$ cat src/design/rgbs_pkg.sv
// shared types and constants for the one-wire rgb led serializer
package rgbs_pkg;

	// input beat kinds carried on s_tuser
	typedef enum logic [1:0] {
		MODE_TICK  = 2'd0,
		MODE_COLOR = 2'd1,
		MODE_SEND  = 2'd2,
		MODE_NOP   = 2'd3
	} mode_t;

	// configuration register indexes
	typedef enum logic [1:0] {
		CFG_ONE_HIGH  = 2'd0,
		CFG_ONE_LOW   = 2'd1,
		CFG_ZERO_HIGH = 2'd2,
		CFG_ZERO_LOW  = 2'd3
	} cfg_idx_t;

	localparam int TICK_COUNT_WIDTH = 6;
	localparam int CFG_REGS         = 4;
	localparam int CFG_IDX_W        = 2;

	// tick register reset values
	localparam int ONE_HIGH_RST  = 37;
	localparam int ONE_LOW_RST   = 21;
	localparam int ZERO_HIGH_RST = 18;
	localparam int ZERO_LOW_RST  = 40;

	// frame layout
	localparam int FRAME_BITS = 24;
	localparam int BITS_W     = 5;
	localparam int CHAN_W     = 8;
	localparam int OUT_DATA_W = 8;

	// one result item
	typedef struct packed {
		logic busy_res;
		logic line_level;
	} result_t;

endpackage

$ cat src/design/rgbs_cfg.sv
// tick length registers written over the configuration channel
module rgbs_cfg #(
	parameter int TICK_COUNT_WIDTH = rgbs_pkg::TICK_COUNT_WIDTH
) (
	input  logic                                clk,
	input  logic                                arst_n,
	input  logic                                wr_en,
	input  rgbs_pkg::cfg_idx_t                  wr_index,
	input  logic [TICK_COUNT_WIDTH-1:0]         wr_data,
	output logic [TICK_COUNT_WIDTH-1:0]         one_high,
	output logic [TICK_COUNT_WIDTH-1:0]         one_low,
	output logic [TICK_COUNT_WIDTH-1:0]         zero_high,
	output logic [TICK_COUNT_WIDTH-1:0]         zero_low
);

	logic [TICK_COUNT_WIDTH-1:0] one_high_q, one_low_q, zero_high_q, zero_low_q;

	// register writes by index
	always_ff @(posedge clk or negedge arst_n) begin
		if (!arst_n) begin
			one_high_q  <= TICK_COUNT_WIDTH'(rgbs_pkg::ONE_HIGH_RST);
			one_low_q   <= TICK_COUNT_WIDTH'(rgbs_pkg::ONE_LOW_RST);
			zero_high_q <= TICK_COUNT_WIDTH'(rgbs_pkg::ZERO_HIGH_RST);
			zero_low_q  <= TICK_COUNT_WIDTH'(rgbs_pkg::ZERO_LOW_RST);
		end else if (wr_en) begin
			unique case (wr_index)
				rgbs_pkg::CFG_ONE_HIGH:  one_high_q  <= wr_data;
				rgbs_pkg::CFG_ONE_LOW:   one_low_q   <= wr_data;
				rgbs_pkg::CFG_ZERO_HIGH: zero_high_q <= wr_data;
				rgbs_pkg::CFG_ZERO_LOW:  zero_low_q  <= wr_data;
				default: ;
			endcase
		end
	end

	assign one_high  = one_high_q;
	assign one_low   = one_low_q;
	assign zero_high = zero_high_q;
	assign zero_low  = zero_low_q;

endmodule

$ cat src/design/rgbs_enc.sv
// colour store, frame shifter and pulse-width phase counter
module rgbs_enc #(
	parameter int TICK_COUNT_WIDTH = rgbs_pkg::TICK_COUNT_WIDTH
) (
	input  logic                        clk,
	input  logic                        arst_n,
	input  logic                        in_en,
	input  rgbs_pkg::mode_t             mode,
	input  logic [rgbs_pkg::CHAN_W-1:0] red,
	input  logic [rgbs_pkg::CHAN_W-1:0] green,
	input  logic [rgbs_pkg::CHAN_W-1:0] blue,
	input  logic [TICK_COUNT_WIDTH-1:0] one_high,
	input  logic [TICK_COUNT_WIDTH-1:0] one_low,
	input  logic [TICK_COUNT_WIDTH-1:0] zero_high,
	input  logic [TICK_COUNT_WIDTH-1:0] zero_low,
	output rgbs_pkg::result_t           result
);

	localparam int FB = rgbs_pkg::FRAME_BITS;
	localparam int BW = rgbs_pkg::BITS_W;
	localparam int CW = rgbs_pkg::CHAN_W;
	localparam int TW = TICK_COUNT_WIDTH;

	logic [CW-1:0] red_q, green_q, blue_q;
	logic          pending_q, sending_q, high_q;
	logic [FB-1:0] shift_q;
	logic [BW-1:0] bits_q;
	logic [TW-1:0] phase_q;

	logic [CW-1:0] red_d, green_d, blue_d;
	logic          pending_d, sending_d, high_d;
	logic [FB-1:0] shift_d, word;
	logic [BW-1:0] bits_d;
	logic [TW-1:0] phase_d;

	// a zero tick count behaves as one tick
	function automatic logic [TW-1:0] at_least_one(input logic [TW-1:0] v);
		return (v == '0) ? TW'(1) : v;
	endfunction

	assign word = {green_q, red_q, blue_q};

	// next state for the accepted beat
	always_comb begin
		red_d     = red_q;
		green_d   = green_q;
		blue_d    = blue_q;
		pending_d = pending_q;
		sending_d = sending_q;
		high_d    = high_q;
		shift_d   = shift_q;
		bits_d    = bits_q;
		phase_d   = phase_q;
		unique case (mode)
			rgbs_pkg::MODE_COLOR: begin
				red_d     = red;
				green_d   = green;
				blue_d    = blue;
				pending_d = 1'b1;
			end
			rgbs_pkg::MODE_SEND: begin
				if (pending_q && !sending_q) begin
					shift_d   = word;
					bits_d    = BW'(FB);
					sending_d = 1'b1;
					pending_d = 1'b0;
					high_d    = 1'b1;
					phase_d   = at_least_one(word[FB-1] ? one_high : zero_high);
				end
			end
			rgbs_pkg::MODE_TICK: begin
				if (sending_q) begin
					if (phase_q <= TW'(1)) begin
						if (high_q) begin
							// high part done, start the low part of the same bit
							high_d  = 1'b0;
							phase_d = at_least_one(shift_q[FB-1] ? one_low : zero_low);
						end else begin
							// bit done, move to the next one
							shift_d = {shift_q[FB-2:0], 1'b0};
							bits_d  = bits_q - BW'(1);
							if (bits_q == BW'(1)) begin
								sending_d = 1'b0;
								high_d    = 1'b0;
								phase_d   = '0;
							end else begin
								high_d  = 1'b1;
								phase_d = at_least_one(shift_q[FB-2] ? one_high : zero_high);
							end
						end
					end else begin
						phase_d = phase_q - TW'(1);
					end
				end
			end
			default: ;
		endcase
	end

	// control, shift and colour state
	always_ff @(posedge clk or negedge arst_n) begin
		if (!arst_n) begin
			pending_q <= 1'b1;
			sending_q <= 1'b0;
			high_q    <= 1'b0;
			bits_q    <= '0;
			phase_q   <= '0;
			shift_q   <= '0;
			red_q     <= '0;
			green_q   <= '0;
			blue_q    <= '0;
		end else if (in_en) begin
			pending_q <= pending_d;
			sending_q <= sending_d;
			high_q    <= high_d;
			bits_q    <= bits_d;
			phase_q   <= phase_d;
			shift_q   <= shift_d;
			red_q     <= red_d;
			green_q   <= green_d;
			blue_q    <= blue_d;
		end
	end

	// result reflects the state after this beat
	assign result.line_level = sending_d && high_d;
	assign result.busy_res   = sending_d;

endmodule

$ cat src/design/rgbs_obuf.sv
// two-entry output register with skid slot
module rgbs_obuf (
	input  logic              clk,
	input  logic              arst_n,
	input  logic              push,
	input  rgbs_pkg::result_t push_data,
	output logic              push_ready,
	output logic              out_valid,
	input  logic              out_ready,
	output rgbs_pkg::result_t out_data
);

	rgbs_pkg::result_t head_q, skid_q;
	logic              head_v_q, skid_v_q;
	logic              pop;

	assign pop = head_v_q && out_ready;

	// head and skid slot update
	always_ff @(posedge clk or negedge arst_n) begin
		if (!arst_n) begin
			head_v_q <= 1'b0;
			skid_v_q <= 1'b0;
		end else begin
			if (!head_v_q || pop) begin
				head_v_q <= skid_v_q || push;
				skid_v_q <= skid_v_q && push;
			end else if (push) begin
				skid_v_q <= 1'b1;
			end
		end
	end

	// payload, no reset
	always_ff @(posedge clk) begin
		if (!head_v_q || pop) begin
			head_q <= skid_v_q ? skid_q : push_data;
			if (skid_v_q && push) begin
				skid_q <= push_data;
			end
		end else if (push) begin
			skid_q <= push_data;
		end
	end

	assign push_ready = !skid_v_q;
	assign out_valid  = head_v_q;
	assign out_data   = head_q;

endmodule

$ cat src/design/rgb_led_one_wire_serializer_core.sv
// top level of the one-wire rgb led serializer
//
// channel  | direction | handshake          | payload
// s_       | in        | s_tvalid/s_tready  | s_tuser mode, s_tdata red/green/blue
// m_       | out       | m_tvalid/m_tready  | m_tdata line_level, busy_res
// cfg_     | in        | cfg_valid/cfg_ready| cfg_index, cfg_data tick length
//
// one input beat per clock while s_tready is high; its result is registered in the output buffer
// the state update is a single pass through the encoder between state and output regs
// a two-entry output buffer keeps input open for one beat while the output stalls
// reset loads default tick lengths, clears the colour and marks a frame pending
// cfg_ready is always high
module rgb_led_one_wire_serializer_core #(
	parameter int TICK_COUNT_WIDTH = rgbs_pkg::TICK_COUNT_WIDTH
) (
	input  logic                                 clk,
	input  logic                                 arst_n,
	input  logic                                 s_tvalid,
	output logic                                 s_tready,
	input  logic [3*rgbs_pkg::CHAN_W-1:0]        s_tdata,   // red, green, blue
	input  logic [1:0]                           s_tuser,   // mode
	output logic                                 m_tvalid,
	input  logic                                 m_tready,
	output logic [rgbs_pkg::OUT_DATA_W-1:0]      m_tdata,   // line_level, busy_res, zeros
	input  logic                                 cfg_valid,
	output logic                                 cfg_ready,
	input  logic [rgbs_pkg::CFG_IDX_W-1:0]       cfg_index,
	input  logic [TICK_COUNT_WIDTH-1:0]          cfg_data
);

	localparam int CW = rgbs_pkg::CHAN_W;

	logic                        s_beat;
	logic [TICK_COUNT_WIDTH-1:0] one_high, one_low, zero_high, zero_low;
	rgbs_pkg::result_t           enc_res, out_res;

	assign s_beat    = s_tvalid && s_tready;
	assign cfg_ready = 1'b1;

	// tick length registers
	rgbs_cfg #(.TICK_COUNT_WIDTH(TICK_COUNT_WIDTH)) u_cfg (
		.clk       (clk),
		.arst_n    (arst_n),
		.wr_en     (cfg_valid),
		.wr_index  (rgbs_pkg::cfg_idx_t'(cfg_index)),
		.wr_data   (cfg_data),
		.one_high  (one_high),
		.one_low   (one_low),
		.zero_high (zero_high),
		.zero_low  (zero_low)
	);

	// encoder state
	rgbs_enc #(.TICK_COUNT_WIDTH(TICK_COUNT_WIDTH)) u_enc (
		.clk       (clk),
		.arst_n    (arst_n),
		.in_en     (s_beat),
		.mode      (rgbs_pkg::mode_t'(s_tuser)),
		.red       (s_tdata[CW-1:0]),
		.green     (s_tdata[2*CW-1:CW]),
		.blue      (s_tdata[3*CW-1:2*CW]),
		.one_high  (one_high),
		.one_low   (one_low),
		.zero_high (zero_high),
		.zero_low  (zero_low),
		.result    (enc_res)
	);

	// output register
	rgbs_obuf u_obuf (
		.clk        (clk),
		.arst_n     (arst_n),
		.push       (s_beat),
		.push_data  (enc_res),
		.push_ready (s_tready),
		.out_valid  (m_tvalid),
		.out_ready  (m_tready),
		.out_data   (out_res)
	);

	assign m_tdata = {{(rgbs_pkg::OUT_DATA_W-2){1'b0}}, out_res.busy_res, out_res.line_level};

`ifndef SYNTHESIS
	// every accepted beat leaves a result waiting
	a_result_follows: assert property (@(posedge clk) disable iff (!arst_n)
		s_beat |=> m_tvalid)
		else $error("no result after accepted beat");

	// input stalls only while the output holds a full buffer
	a_stall_needs_backlog: assert property (@(posedge clk) disable iff (!arst_n)
		!s_tready |-> m_tvalid)
		else $error("input stalled with empty output");

	// the line is only driven high during a frame
	a_high_only_busy: assert property (@(posedge clk) disable iff (!arst_n)
		m_tvalid && m_tdata[0] |-> m_tdata[1])
		else $error("line high while idle");
`endif

endmodule
$ cat config.mk
export PLATFORM = sky130hd
export DESIGN_NAME = rgb_led_one_wire_serializer_core
export DESIGN_NICKNAME = d
export VERILOG_FILES = /design/src/design/rgbs_pkg.sv /design/src/design/rgbs_cfg.sv /design/src/design/rgbs_enc.sv /design/src/design/rgbs_obuf.sv /design/src/design/rgb_led_one_wire_serializer_core.sv
export SDC_FILE = /design/constraint.sdc
export NUM_CORES = 1
export LEC_CHECK = 0
export BUFFER_PORTS_ARGS = -buffer_cell sky130_fd_sc_hd__buf_2
export CELL_PAD_IN_SITES_DETAIL_PLACEMENT = 1
export CELL_PAD_IN_SITES_GLOBAL_PLACEMENT = 2
export CORE_ASPECT_RATIO = 2
export CORE_UTILIZATION = 35
export CTS_CLUSTER_DIAMETER = 80
export DETAILED_ROUTE_END_ITERATION = 10
export PLACE_DENSITY_LB_ADDON = 0.2
export SLEW_MARGIN = 10
export SYNTH_ARGS = -nofsm -noshare
export SYNTH_HDL_FRONTEND = slang
export SYNTH_SLANG_ARGS = --single-unit
$ cat constraint.sdc
create_clock -name clk -period 2.25 [get_ports clk]
set_clock_uncertainty 0.1 [all_clocks]
set_input_delay 0.225 -clock clk [delete_from_list [all_inputs] [get_ports clk]]
set_output_delay 0.225 -clock clk [all_outputs]
set_load 0.005 [all_outputs]
==> results.ini <==
[sta]
max_freq_ghz = 0.465
tns_ns = 0
min_period_ns = 2.15
holdWs_ns = 0.00993
maxSlewViolCount = 0
fin_crit_sh_pct = 95.5
fin_ws_ns = 0.102
worst_pin_slew_ns = 0.571
hold_viol_final = 0
maxSlewHeadroom_pct = 61.9
setup_viol_count_final = 0
rsz0062_at_grt = false

[worst_setup_path]
critPathKind = reg -> reg
cp_max_fo = 4
cp_cell_sequence = or4_1 > o21ai_1 > o311ai_0 > a221o_2 > a32oi_1
critPathBufInv = 0
cp.arrival_ns = 2.30
crit_required_ns = 2.40
cp-end-kind = flop
r2r_setup_slack_ns = 0.10
cp_slowest_stage_delay_ns = 0.57
slowest_stage = or4_1
critPathTopFamily = compound AO/OA/AOI/OAI gates
startpoint_type = flop

[clocking]
cts_root_buf = clkbuf_16
clkTransAtPathRegs_ns = 0.07
tritoncts = built
clock-sinks = 92
cts_buffers = 9
cts_setup_buffers = 0
htree_levels = 3
clock_path_buffers = 2
clkLatencyLatePin_ns = 0.34

[grt]
grt_overflow = 0
grt_pass1_wl_um = 17600
gr-usage-all-layers_pct = 17.7
grt_pass1_vias = 3506
grt_max_degree = 51
antenna_found_initial = 0

[power_and_ir_drop]
p_leak_nw = 2.26
p_seq_share_pct = 46.5
p_per_area_nw_per_um2 = 1080
p_int_w = 0.00380
p_clk_share_pct = 24.7
irDropWorstVdd_v = 0.000430
p_switching_w = 0.00188
swShare_pct = 33.1
comb_power_share_pct = 28.8

[synthesis]
synth_top_area_share_pct = 42.4
syn_area_um2 = 4540
synth-edff-count = 4
yosys.cell_types.count = 56
synth.area.top_cells = dfrtp_1 42%, mux2_2 15%, mux2i_1 6.6%, dfstp_2 6.4%, nand2_1 3.1%
yosysSeqAreaShare_pct = 51.4
ys_ff_latch = 92
async_flop_share_pct = 95.7
syn_inst = 388
avgSynthCellArea_um2 = 11.7
yosysTopAreaCell = dfrtp_1
synth-main-ff-cell = dfrtp_1
yosys_warnings = 0

[routing]
drt_iter0_markers = 123
drtPass1Iterations = 4
postRouteAntennaNets = 0
post_drt_wl_per_cell_um = 18.0
wl_um = 10700
drc = 0
drt-vias-per-instance = 5.33
vias = 3153

[worst_hold_path]
hp-class = in -> reg

[final_layout]
layout-drive-gt1-share_pct = 35.5
area_delta_synth_final_pct = 15.7
diodes = 0
fin_nets = 480
instances_no_fill = 592

[run]
cap_violations = 0

[floorplanning]
core-area_um2 = 12600
die_area_um2 = 13500
rows = 58
die_y_um = 163
dieWidth_um = 82.5
initial_core_util_pct = 36.0
ios = 50

[placed_design]
pre_cts_ws_ns = 0.0884
place.gp.congestion = 0.782
dpl.cell_count = 574
hpwl_um = 7830
portBuffers = 42

[outcome]
outcome = completed

placed cells by master (no fill, tap or decap), drive strengths merged, types with 3 or more instances in the layout:
| master | count |
|---|---|
| dfrtp | 77 |
| mux2 | 60 |
| buf | 60 |
| nand2 | 37 |
| mux2i | 30 |
| o21ai | 30 |
| nor2 | 22 |
| dfstp | 11 |
| clkbuf | 10 |
| inv | 9 |
| a21oi | 7 |
| conb | 7 |
| nor3 | 7 |
| nand3b | 4 |
| nor2b | 4 |
| ha | 4 |
| edfxtp | 4 |
| or4 | 4 |
| clkinv | 4 |
| nand2b | 3 |
| a211oi | 3 |
| a22o | 3 |
| a221oi | 3 |
worst register-to-register path: stages (launching register included):
cell and delay (ns):
dfrtp_1 0.41, or4_1 0.57, o21ai_1 0.21, o311ai_0 0.17, a221o_2 0.39, a32oi_1 0.20
cell families (layout without fill, tap and decap cells):
family | after synthesis | in the layout | share of synthesized area [%]
adders and majority gates | 4 | 4 | 1.10
AOI/OAI and AO/OA | 68 | 68 | 9.98
other | 2 | 7 | 0.165
muxes | 90 | 90 | 21.5
buffers and inverters | 37 | 86 | 5.29
DFF | 92 | 92 | 51.4
and+or+nand+nor | 91 | 91 | 9.75
xor gates and xnor gates | 4 | 4 | 0.772
synthesized netlist by cell type (all sizes together), types with 3 or more instances:
master and number:
mux2i 30, dfrtp 77, edfxtp 4, or4 4
mux2 60, a21oi 7, nor3 7, buf 17
o21ai 30, dfstp 11, a211oi 3, ha 4
clkbuf 12, nor2 22, inv 8, nand2b 3
nor2b 4, nand2 37, nand3b 4, a221oi 3
a22o 3
per-layer routing:
layer  global-route usage (%)  routed length [um]  vias up
met5                        0                   0        -
met4                     8.62                 274        0
met3                     2.51                 266       16
met2                     32.8                6100       59
met1                     18.8                4020     1604
li1                         -                   -     1474
metrics by stage:
stage	area (um2)	total power, W	util (%)
final	5250	0.00568	41.6
after global routing	5250	0.00606	41.6
after CTS	5240	0.00574	41.5
after detailed placement	4950	0.00430	39.2
after global placement	4950	0.00423	39.2
after floorplan	4560	0.00373	-
flip-flops by register name, indices dropped and copies added, names as in the netlist, 6 cells and up:
name / cells
u_cfg.zero_low: 6
u_enc.blue_q: 8
u_cfg.one_high: 6
u_enc.green_q: 8
u_enc.phase_q: 6
u_enc.shift_q: 24
u_enc.red_q: 8
u_cfg.zero_high: 6
u_cfg.one_low: 6
layout make-up:
type                       count  area (um2)
multi-input combinational    264        2010
clock inverter                 6        40.0
sequential                    92        2340
inverter                       8        30.0
timing repair buffer          62         418
tap                          150         188
fill                        1439        7380
clock buffer                  10         229
power groups by stage:
stage	combinational, W	clock, W	sequential [W]
6_report	0.00163	0.00140	0.00264
5_1_grt	0.00183	0.00150	0.00272
4_1_cts	0.00164	0.00146	0.00264
3_5_place_dp	0.00163	0	0.00267
3_3_place_gp	0.00158	0	0.00264
2_1_floorplan	0.00124	0	0.00249
repair_timing:
item	in CTS	in global routing
hold buffers	2	0
resized for setup	0	4
endpoints found under the setup margin	0	10
hold endpoints to repair	34	0
path summary, 6_finish.rpt:
check / startpoint / endpoint / depth (start not counted)
setup / recovery: u_cfg.one_high[4] / u_enc.phase_q[0] / 5
hold / removal: s_tdata[0] / u_enc.red_q[0] / 2
setup reg to reg: u_cfg.one_high[4] / u_enc.phase_q[0] / 5
hold reg to reg: u_enc.shift_q[14] / u_enc.shift_q[14] / 2
max in group asynchronous: arst_n / u_cfg.zero_high[4] / 3
min in group asynchronous: arst_n / u_cfg.one_low[3] / 2
Note: power is estimated with default switching activity, not from simulation.
